**src/hdl/qse_pkg.sv**
```systemverilog
`timescale 1ns / 1ps

package qse_pkg;

    localparam int FUNC_W = 3;
    localparam int DATA_W = 32;
    localparam int STAT_W = 2;

    // Operation codes carried in the func field of a request.
    localparam logic [FUNC_W-1:0] FN_ENQ   = 3'd0;
    localparam logic [FUNC_W-1:0] FN_DEQ   = 3'd1;
    localparam logic [FUNC_W-1:0] FN_LISTQ = 3'd2;
    localparam logic [FUNC_W-1:0] FN_COPY  = 3'd3;
    localparam logic [FUNC_W-1:0] FN_LISTS = 3'd4;

    // Result status codes.
    localparam logic [STAT_W-1:0] ST_OK    = 2'd0;
    localparam logic [STAT_W-1:0] ST_EMPTY = 2'd1;
    localparam logic [STAT_W-1:0] ST_FULL  = 2'd2;

    typedef logic signed [DATA_W-1:0] t_word;
    typedef logic [FUNC_W-1:0]        t_func;
    typedef logic [STAT_W-1:0]        t_status;

    typedef struct packed {
        t_word   data;
        t_status status;
        logic    last;
    } t_result;

endpackage

```
**src/hdl/qse_if.sv**
```systemverilog
`timescale 1ns / 1ps

interface qse_in_if import qse_pkg::*; ();
    logic  valid;
    logic  ready;
    t_func func;
    t_word data_in;

    modport source (output valid, output func, output data_in, input ready);
    modport sink   (input valid, input func, input data_in, output ready);
endinterface

interface qse_out_if import qse_pkg::*; ();
    logic    valid;
    logic    ready;
    t_word   data_out;
    t_status status;
    logic    last;

    modport source (output valid, output data_out, output status, output last, input ready);
    modport sink   (input valid, input data_out, input status, input last, output ready);
endinterface

```
**src/hdl/queue_and_stack_engine.sv**
```systemverilog
`timescale 1ns / 1ps

// Queue and stack engine: a bounded FIFO queue and a LIFO stack of 32-bit words.
// Requests arrive on i_req (func, data_in) with a valid/ready handshake; results
// leave on o_rsp (data_out, status, last). Every request but an unused func code
// gives one or more results, and the final one carries last.
// The engine takes one request at a time: i_req.ready is high only while it is idle.
// Enqueue, dequeue and any empty result: the result is held in r_pend, then loaded
// into the output register, and the engine is idle again once it is loaded.
// Listing the queue or stack: each element is read from memory, then loaded into the
// output register, before the next element is read. Copying the queue to the stack
// moves each element by a read from the queue memory and then a write to the stack
// memory, and then gives its single result.
// A stalled receiver holds the engine: results wait in the output register, and
// the emit and list states do not advance until that register frees up.
// Reset (synchronous, active low) empties both the queue and the stack; the
// memory contents are not cleared and are never read before they are written.
module queue_and_stack_engine import qse_pkg::*; #(
    parameter int DEPTH = 32
) (
    input  logic      i_clk,
    input  logic      i_rst_n,
    qse_in_if.sink    i_req,
    qse_out_if.source o_rsp
);

    localparam int AW = $clog2(DEPTH);
    localparam int CW = $clog2(DEPTH + 1);
    localparam logic [CW-1:0] FULL_CNT = CW'(DEPTH);
    localparam logic [CW-1:0] ONE_CNT  = CW'(1);
    localparam logic [AW-1:0] LAST_ADR = AW'(DEPTH - 1);

    localparam logic [2:0] S_IDLE = 3'd0;
    localparam logic [2:0] S_EMIT = 3'd1;
    localparam logic [2:0] S_RD   = 3'd2;
    localparam logic [2:0] S_LIST = 3'd3;
    localparam logic [2:0] S_CPRD = 3'd4;
    localparam logic [2:0] S_CPWR = 3'd5;

    function automatic logic [AW-1:0] wrap_inc(input logic [AW-1:0] a);
        return (a == LAST_ADR) ? '0 : a + AW'(1);
    endfunction

    logic [2:0]    r_state;
    logic [AW-1:0] r_q_head;
    logic [AW-1:0] r_q_tail;
    logic [CW-1:0] r_q_count;
    logic [CW-1:0] r_s_count;
    logic [CW-1:0] r_left;
    logic          r_src_stack;
    logic [AW-1:0] r_addr;
    logic [AW-1:0] r_waddr;
    t_result       r_pend;

    logic          w_accept;
    logic          w_q_full;
    logic          w_enq_ok;
    logic          w_free;
    logic          w_load;
    logic [AW-1:0] w_addr_step;
    t_word         w_q_rdata;
    t_word         w_s_rdata;
    t_word         w_rdata;
    t_result       w_result;
    logic          w_q_re;
    logic          w_s_re;
    logic          w_s_we;

    assign i_req.ready = (r_state == S_IDLE);
    assign w_accept    = i_req.valid && i_req.ready;
    assign w_q_full    = (r_q_count == FULL_CNT);
    assign w_enq_ok    = w_accept && (i_req.func == FN_ENQ) && !w_q_full;

    // The walk address moves up through the queue ring or down through the stack.
    assign w_addr_step = r_src_stack ? (r_addr - AW'(1)) : wrap_inc(r_addr);

    assign w_q_re = ((r_state == S_RD) && !r_src_stack) || (r_state == S_CPRD);
    assign w_s_re = (r_state == S_RD) && r_src_stack;
    assign w_s_we = (r_state == S_CPWR);

    qse_ram #(.DEPTH(DEPTH)) u_q_ram (
        .i_clk   (i_clk),
        .i_we    (w_enq_ok),
        .i_waddr (r_q_tail),
        .i_wdata (i_req.data_in),
        .i_re    (w_q_re),
        .i_raddr (r_addr),
        .o_rdata (w_q_rdata)
    );

    qse_ram #(.DEPTH(DEPTH)) u_s_ram (
        .i_clk   (i_clk),
        .i_we    (w_s_we),
        .i_waddr (r_waddr),
        .i_wdata (w_q_rdata),
        .i_re    (w_s_re),
        .i_raddr (r_addr),
        .o_rdata (w_s_rdata)
    );

    assign w_rdata = r_src_stack ? w_s_rdata : w_q_rdata;
    assign w_load  = w_free && ((r_state == S_EMIT) || (r_state == S_LIST));

    always_comb begin
        if (r_state == S_EMIT) begin
            w_result = r_pend;
        end else begin
            w_result.data   = w_rdata;
            w_result.status = ST_OK;
            w_result.last   = (r_left == ONE_CNT);
        end
    end

    qse_out_reg u_out (
        .i_clk    (i_clk),
        .i_rst_n  (i_rst_n),
        .i_load   (w_load),
        .i_result (w_result),
        .o_free   (w_free),
        .o_rsp    (o_rsp)
    );

    always_ff @(posedge i_clk) begin
        if (!i_rst_n) begin
            r_state     <= S_IDLE;
            r_q_head    <= '0;
            r_q_tail    <= '0;
            r_q_count   <= '0;
            r_s_count   <= '0;
            r_left      <= '0;
            r_src_stack <= 1'b0;
        end else begin
            unique case (r_state)
                S_IDLE: begin
                    if (w_accept) begin
                        r_pend.data <= '0;
                        r_pend.last <= 1'b1;
                        unique case (i_req.func)
                            FN_ENQ: begin
                                if (w_q_full) begin
                                    r_pend.status <= ST_FULL;
                                end else begin
                                    r_pend.status <= ST_OK;
                                    r_q_tail      <= wrap_inc(r_q_tail);
                                    r_q_count     <= r_q_count + ONE_CNT;
                                end
                                r_state <= S_EMIT;
                            end
                            FN_DEQ: begin
                                if (r_q_count == '0) begin
                                    r_pend.status <= ST_EMPTY;
                                end else begin
                                    r_pend.status <= ST_OK;
                                    r_q_head      <= wrap_inc(r_q_head);
                                    r_q_count     <= r_q_count - ONE_CNT;
                                end
                                r_state <= S_EMIT;
                            end
                            FN_LISTQ: begin
                                r_pend.status <= ST_EMPTY;
                                r_src_stack   <= 1'b0;
                                r_addr        <= r_q_head;
                                r_left        <= r_q_count;
                                r_state       <= (r_q_count == '0) ? S_EMIT : S_RD;
                            end
                            FN_COPY: begin
                                // The head lands on the highest slot, so the walk
                                // writes the stack from the top down.
                                r_pend.status <= ST_OK;
                                r_s_count     <= r_q_count;
                                r_src_stack   <= 1'b0;
                                r_addr        <= r_q_head;
                                r_waddr       <= AW'(r_q_count - ONE_CNT);
                                r_left        <= r_q_count;
                                r_state       <= (r_q_count == '0) ? S_EMIT : S_CPRD;
                            end
                            FN_LISTS: begin
                                r_pend.status <= ST_EMPTY;
                                r_src_stack   <= 1'b1;
                                r_addr        <= AW'(r_s_count - ONE_CNT);
                                r_left        <= r_s_count;
                                r_state       <= (r_s_count == '0) ? S_EMIT : S_RD;
                            end
                            default: begin
                                r_state <= S_IDLE;
                            end
                        endcase
                    end
                end
                S_EMIT: begin
                    if (w_free) begin
                        r_state <= S_IDLE;
                    end
                end
                S_RD: begin
                    r_state <= S_LIST;
                end
                S_LIST: begin
                    if (w_free) begin
                        if (r_left == ONE_CNT) begin
                            r_state <= S_IDLE;
                        end else begin
                            r_addr  <= w_addr_step;
                            r_left  <= r_left - ONE_CNT;
                            r_state <= S_RD;
                        end
                    end
                end
                S_CPRD: begin
                    r_state <= S_CPWR;
                end
                S_CPWR: begin
                    r_addr  <= w_addr_step;
                    r_waddr <= r_waddr - AW'(1);
                    r_left  <= r_left - ONE_CNT;
                    r_state <= (r_left == ONE_CNT) ? S_EMIT : S_CPRD;
                end
                default: begin
                    r_state <= S_IDLE;
                end
            endcase
        end
    end

    a_count_bound: assert property (@(posedge i_clk) disable iff (!i_rst_n)
        (r_q_count <= FULL_CNT) && (r_s_count <= FULL_CNT))
        else $error("queue or stack count exceeds the depth");

    a_ring_align: assert property (@(posedge i_clk) disable iff (!i_rst_n)
        ((r_q_count == '0) || (r_q_count == FULL_CNT)) |-> (r_q_tail == r_q_head))
        else $error("queue head and tail disagree with the count");

    a_walk_left: assert property (@(posedge i_clk) disable iff (!i_rst_n)
        ((r_state == S_RD) || (r_state == S_LIST) || (r_state == S_CPRD)
            || (r_state == S_CPWR)) |-> (r_left != '0))
        else $error("element walk running with nothing left");

    a_enq_count: assert property (@(posedge i_clk) disable iff (!i_rst_n)
        w_enq_ok |=> (r_q_count == $past(r_q_count) + ONE_CNT))
        else $error("stored enqueue did not grow the queue by one");

    a_load_free: assert property (@(posedge i_clk) disable iff (!i_rst_n)
        (o_rsp.valid && !o_rsp.ready) |=> (o_rsp.valid && $stable(o_rsp.data_out)
            && $stable(o_rsp.status) && $stable(o_rsp.last)))
        else $error("held result was overwritten");

endmodule

```
**src/hdl/qse_ram.sv**
```systemverilog
`timescale 1ns / 1ps

module qse_ram import qse_pkg::*; #(
    parameter int DEPTH = 32,
    localparam int AW = $clog2(DEPTH)
) (
    input  logic          i_clk,
    input  logic          i_we,
    input  logic [AW-1:0] i_waddr,
    input  t_word         i_wdata,
    input  logic          i_re,
    input  logic [AW-1:0] i_raddr,
    output t_word         o_rdata
);

    t_word r_mem [DEPTH];
    t_word r_rdata;

    // Read data holds until the next read, so the sequencer may wait on it.
    always_ff @(posedge i_clk) begin
        if (i_we) begin
            r_mem[i_waddr] <= i_wdata;
        end
        if (i_re) begin
            r_rdata <= r_mem[i_raddr];
        end
    end

    assign o_rdata = r_rdata;

endmodule

```
**src/hdl/qse_out_reg.sv**
```systemverilog
`timescale 1ns / 1ps

module qse_out_reg import qse_pkg::*; (
    input  logic       i_clk,
    input  logic       i_rst_n,
    input  logic       i_load,
    input  t_result    i_result,
    output logic       o_free,
    qse_out_if.source  o_rsp
);

    logic    r_valid;
    t_result r_result;

    assign o_free = !r_valid || o_rsp.ready;

    always_ff @(posedge i_clk) begin
        if (!i_rst_n) begin
            r_valid <= 1'b0;
        end else if (i_load) begin
            r_valid <= 1'b1;
        end else if (o_rsp.ready) begin
            r_valid <= 1'b0;
        end
    end

    always_ff @(posedge i_clk) begin
        if (i_load) begin
            r_result <= i_result;
        end
    end

    assign o_rsp.valid    = r_valid;
    assign o_rsp.data_out = r_result.data;
    assign o_rsp.status   = r_result.status;
    assign o_rsp.last     = r_result.last;

endmodule

```
**src/flat_wrapper.sv**
```systemverilog
// flat-port wrapper written by rule: the top's interface ports become plain ports
module queue_and_stack_engine_flat import qse_pkg::*;
#(
    parameter int DEPTH = 32
)
  (i_clk, i_rst_n, i_req_valid, i_req_func, i_req_data_in, i_req_ready, o_rsp_valid, o_rsp_data_out, o_rsp_status, o_rsp_last, o_rsp_ready);
  qse_in_if i_req_i ();
  qse_out_if o_rsp_i ();
  input  logic i_clk;
  input  logic i_rst_n;
  input wire logic [$bits(i_req_i.valid)-1:0] i_req_valid;
  input wire logic [$bits(i_req_i.func)-1:0] i_req_func;
  input wire logic [$bits(i_req_i.data_in)-1:0] i_req_data_in;
  output wire logic [$bits(i_req_i.ready)-1:0] i_req_ready;
  output wire logic [$bits(o_rsp_i.valid)-1:0] o_rsp_valid;
  output wire logic [$bits(o_rsp_i.data_out)-1:0] o_rsp_data_out;
  output wire logic [$bits(o_rsp_i.status)-1:0] o_rsp_status;
  output wire logic [$bits(o_rsp_i.last)-1:0] o_rsp_last;
  input wire logic [$bits(o_rsp_i.ready)-1:0] o_rsp_ready;
  assign i_req_i.valid = i_req_valid;
  assign i_req_i.func = i_req_func;
  assign i_req_i.data_in = i_req_data_in;
  assign i_req_ready = i_req_i.ready;
  assign o_rsp_valid = o_rsp_i.valid;
  assign o_rsp_data_out = o_rsp_i.data_out;
  assign o_rsp_status = o_rsp_i.status;
  assign o_rsp_last = o_rsp_i.last;
  assign o_rsp_i.ready = o_rsp_ready;
  queue_and_stack_engine #(.DEPTH(DEPTH)) u_core (.i_clk(i_clk), .i_rst_n(i_rst_n), .i_req(i_req_i), .o_rsp(o_rsp_i));
endmodule
```
**config.mk**
```make
export PLATFORM = sky130hd
export DESIGN_NAME = queue_and_stack_engine_flat
export DESIGN_NICKNAME = d
export VERILOG_FILES = /design/src/hdl/qse_pkg.sv /design/src/hdl/qse_if.sv /design/src/hdl/queue_and_stack_engine.sv /design/src/hdl/qse_ram.sv /design/src/hdl/qse_out_reg.sv /design/src/flat_wrapper.sv
export SDC_FILE = /design/constraint.sdc
export NUM_CORES = 2
export LEC_CHECK = 0
export BUFFER_PORTS_ARGS = -buffer_cell sky130_fd_sc_hd__buf_2
export CAP_MARGIN = 10
export CORE_MARGIN = 5
export CORE_UTILIZATION = 30
export CTS_CLUSTER_DIAMETER = 100
export DETAILED_ROUTE_END_ITERATION = 10
export GPL_TIMING_DRIVEN = 0
export SLEW_MARGIN = 0
export SYNTH_ARGS = -nofsm -noshare
export SYNTH_HDL_FRONTEND = slang
export SYNTH_SLANG_ARGS = --single-unit
```
**constraint.sdc**
```tcl
create_clock -name i_clk -period 3.9 [get_ports i_clk]
set_input_delay 0.78 -clock i_clk [delete_from_list [all_inputs] [get_ports i_clk]]
set_output_delay 0.78 -clock i_clk [all_outputs]
set_load 0.05 [all_outputs]
```
==> impl_results.md <==
* Result of the run: completed
* Via count of the first global-routing pass at ~40k
* Cells after Synth at around 3.5k
* Hold Startpoint: i_rst_n
* Upper clock frequency limit at 0.258 GHz
* Setup Crit Path Kind: register to register
* Final setup viols at 0
* Instance count after placement with tap cells included at 7416
* Hold worst-path end: u_core.r_left[5]
* Power share of the sequential group at 53.7%
* Design internal power at roughly 38 mW
* Clock Skew at 0.0460 ns
* Cell area after synthesis at around 84000 um^2
* Final worst-path cycle share at between 90% and 100%
* Root buffer selected by CTS: sky130_fd_sc_hd__clkbuf_16
* Number of port buffers at 75
* Final Util at roughly 35%
* ANT nets after route at 0
* Part of the total power dissipated in the clock network at a little over two fifths
* Register-to-register setup slack at slightly above 0.03 ns
* Number of vias per cell after detailed routing at roughly 5.0
* Remaining Overflow, GRT at 0
* HPWL after detailed placement at around 140000 um
* Die width at approximately 540 um
* Total area of multi-input combinational cells at 18300 um^2
* Critical Path AT at roughly 4.4 ns
* Max H-tree Level at 4
* Initial cell density of the core at between 30 and 40%
* TritonCTS buffer count at 214
* TritonCTS clock tree: done
* Avg WL per Cell at 27.6 um
* Static Leak at 29.9 nW
* Endpoint of the worst-slack reg-to-reg timing path: u_core.u_q_ram.o_rdata[27]
* Number of antenna violations at the first check in global routing at 33
* Fill cell total of the finished layout at 25.3k
* Worst-path maximum fanout at 12
* Top_reg_cell synth: sky130_fd_sc_hd__edfxtp_1
* Number of nets in the final layout at 4019
* Combined global-route utilization of all metal layers at 14.5%
* Period minus WS final at about 3.9 ns
* Clock edge transition at the registers on the reported setup and hold paths at roughly 0.06 ns
* Row cnt at around 190
* Synthesis-stage register bit count at 2192
* Reg2reg start: u_core.r_addr[1]
* Number of nets produced by synthesis at 3597
* Mapped Avg Cell Area at 23.8 um^2
* Final Instance Count excl. Fillers at about 7.9k
* Last weighted congestion value of the routability-driven placer at ~0.75
* Max-cap violations at 0
* Number of remaining DRC errors at 0
* Largest net degree at the start of global routing at 34
* Crit start category: register
* Sequential cell area in the final layout at approximately 65000 um^2
* Core area at about 280000 um^2
* Die area at about 290000 um^2
* Power Dens Cells at ~490 nW/um^2
* Vias post-DR at slightly below 40k
* Logic depth of the worst register-to-register path at 6
* P&R area growth vs syn at 17.3%
* Clock Path Buffers at 4
* CP Capture Type: register
* RSZ-0062 raised after global routing: false
* Critical path data required time at between 4 and 5 ns
* Top-Level Pins at 76
* Fraction of registers with async set or reset after synthesis at 0%
* Worst voltage drop across the vdd grid at around 0.00037 V
* Count of flip-flops with a built-in enable after synthesis at between 2k and 2.5k
* Tightest Hold Check Type: input port to register
* Relative slew slack at ~17%
* Hold violation count in the final report at 0
* First drt pass iteration count at 5
* Combinational share of power at roughly 4.3%
* Die height at 540 um
* Worst-Margin Slew at between 1 and 1.5 ns
* Max Transition Viols Final at 0
* Fraction of final layout cells sized beyond drive strength 1 at 32.4%
* Number of violations reported at the end of detailed-routing iteration 0 at roughly 4.9k
* Total number of clock tree sinks at between 2k and 2.5k
* Post-synthesis sequential area ratio at 77.7%
* Worst skew pair latency at around 0.86 ns
* Cell variety after synth at 61
* Cell depth of the worst min-delay path at 3
* Warning count from the yosys run at 0
* Switching power share of the total at 20.9%
* First-pass GRT wire length at 305000 um
* Drt total wl at around 220000 um
* Switching Power at around 10 mW
==> power groups by stage <==
stage               combinational [mW]  sequential (mW)  clock (mW)
floorplan                         1.16             26.4           0
global placement                  2.04             26.3           0
detailed placement                2.09             26.3           0
CTS                               2.10             25.8        20.5
global route                      2.20             25.8        21.5
finish                            2.07             25.8        20.2
==> cells in the final DEF, fill, tap and decap left out, types with 9 or more instances in the layout <==
cell type and instances:
sky130_fd_sc_hd__clkbuf_16 215, sky130_fd_sc_hd__o21ai_1 23, sky130_fd_sc_hd__mux4_2 640, sky130_fd_sc_hd__nor2_1 75
sky130_fd_sc_hd__dfxtp_1 33, sky130_fd_sc_hd__xor2_1 12, sky130_fd_sc_hd__bufinv_16 20, sky130_fd_sc_hd__mux2_2 65
sky130_fd_sc_hd__buf_2 109, sky130_fd_sc_hd__a21oi_1 34, sky130_fd_sc_hd__buf_12 87, sky130_fd_sc_hd__buf_1 27
sky130_fd_sc_hd__clkinv_2 32, sky130_fd_sc_hd__buf_4 31, sky130_fd_sc_hd__edfxtp_1 2159, sky130_fd_sc_hd__clkinv_1 51
sky130_fd_sc_hd__diode_2 10, sky130_fd_sc_hd__ha_1 20, sky130_fd_sc_hd__clkbuf_2 15, sky130_fd_sc_hd__mux2i_1 48
sky130_fd_sc_hd__inv_1 17, sky130_fd_sc_hd__buf_16 9, sky130_fd_sc_hd__nand2_1 36, sky130_fd_sc_hd__clkbuf_1 139
sky130_fd_sc_hd__buf_6 16, sky130_fd_sc_hd__nor2_4 65, sky130_fd_sc_hd__nand3b_1 9
==> metrics by stage <==
stage                      TNS, ns  instance area [um^2]  worst slack, ns  power, mW  hold slack [ns]
after CTS                        0                 98600          0.00280       48.4            0.205
after global routing             0                 98800          0.00354       49.5            0.251
after detailed placement   -194.08                 91400           -0.543       28.4            0.464
after floorplan                  0                 84200           0.0748       27.5            0.437
after global placement    -4362.53                 89300            -4.12       28.4            0.482
final                            0                 98800           0.0304       48.0            0.273
==> flip-flops by register name, summed over array words and instances, names as in the netlist, 6 cells and up <==
name and cells:
u_core.u_q_ram.r_mem 1024, u_core.u_q_ram.o_rdata 32, u_core.u_s_ram.o_rdata 32, u_core.r_s_count 6
u_core.u_s_ram.r_mem 1024, u_core.r_q_count 6, u_core.u_out.o_rsp.data_out 32, u_core.r_left 6
==> kinds of logic after synthesis <==
logic type	share of synthesized area, %
buffers and inverters	1.10
multiplexers	18.6
AND/OR/NAND/NOR	1.39
XOR/XNOR	0.187
AO/OA/AOI/OAI	0.725
adder cells (fa/ha/maj)	0.297
flip-flops	77.7
==> metal layers <==
layer  up-vias  routed length (um)  GRT usage [%]  part of all wire (%)
met5         -                 109              0                 0.050
li1      16000                   -              -                     -
met3       340               17800           3.16                   8.2
met4        16                5900           4.04                   2.7
met2      1625              104000           23.3                    48
met1     21700               88900           20.0                    41
==> area by class of cell <==
type                            instances  area share, %
Sequential cell                      2192           66.3
Multi-Input combinational cell       1139           18.6
Clock buffer                          263           5.63
Tap cell                             3724           4.71
Timing Repair Buffer                  206           2.71
Clock inverter                        114           1.11
Buffer                                189          0.922
Inverter                               18         0.0684
Antenna cell                           10         0.0253
==> Yosys cell counts, drive strengths merged, types with 5 or more instances <==
library cell	number	area [um^2]
a211o	5	43.8
a21oi	34	170
and2	5	31.3
buf	82	457
clkbuf	107	402
dfxtp	33	661
edfxtp	2159	64800
ha	20	250
inv	18	67.6
mux2	66	743
mux2i	48	480
mux4	640	14400
nand2	36	135
nand2b	5	31.3
nand3	8	40.0
nand3b	9	67.6
nor2	141	529
nor2b	5	31.3
nor3	8	40.0
o211ai	6	45.0
o21ai	28	140
or3	6	37.5
or3b	6	52.6
xnor2	6	52.6
xor2	12	105
==> critical path: stages, from the launching register on <==
cell and delay, ns:
sky130_fd_sc_hd__edfxtp_1 0.44, sky130_fd_sc_hd__clkbuf_2 0.35, sky130_fd_sc_hd__clkbuf_2 0.65, sky130_fd_sc_hd__buf_1 0.90, sky130_fd_sc_hd__mux4_2 0.45, sky130_fd_sc_hd__mux4_2 0.46
sky130_fd_sc_hd__mux2_2 0.32
==> worst max-delay path by stage <==
stage	start	end	slack [ns]	cells past startpoint
floorplan	u_core.r_src_stack	u_core.u_s_ram.o_rdata[0]	0.07	4
global placement	u_core.r_src_stack	u_core.u_s_ram.o_rdata[19]	-4.12	4
detailed placement	u_core.r_addr[1]	u_core.u_q_ram.o_rdata[23]	-0.54	7
CTS	u_core.r_q_count[0]	u_core.u_q_ram.r_mem[3][9]	0.003	8
global route	u_core.r_addr[1]	u_core.u_s_ram.o_rdata[17]	0.004	8
finish	u_core.r_addr[1]	u_core.u_q_ram.o_rdata[27]	0.03	6
==> repair_timing <==
action	4_1_cts	5_1_grt
setup buffers	36	14
endpoints found under the setup margin	498	154
resized for setup	13	6
hold buffers	0	0
pin swaps	28	8
No activity file was read; power rests on OpenSTA's default activity.
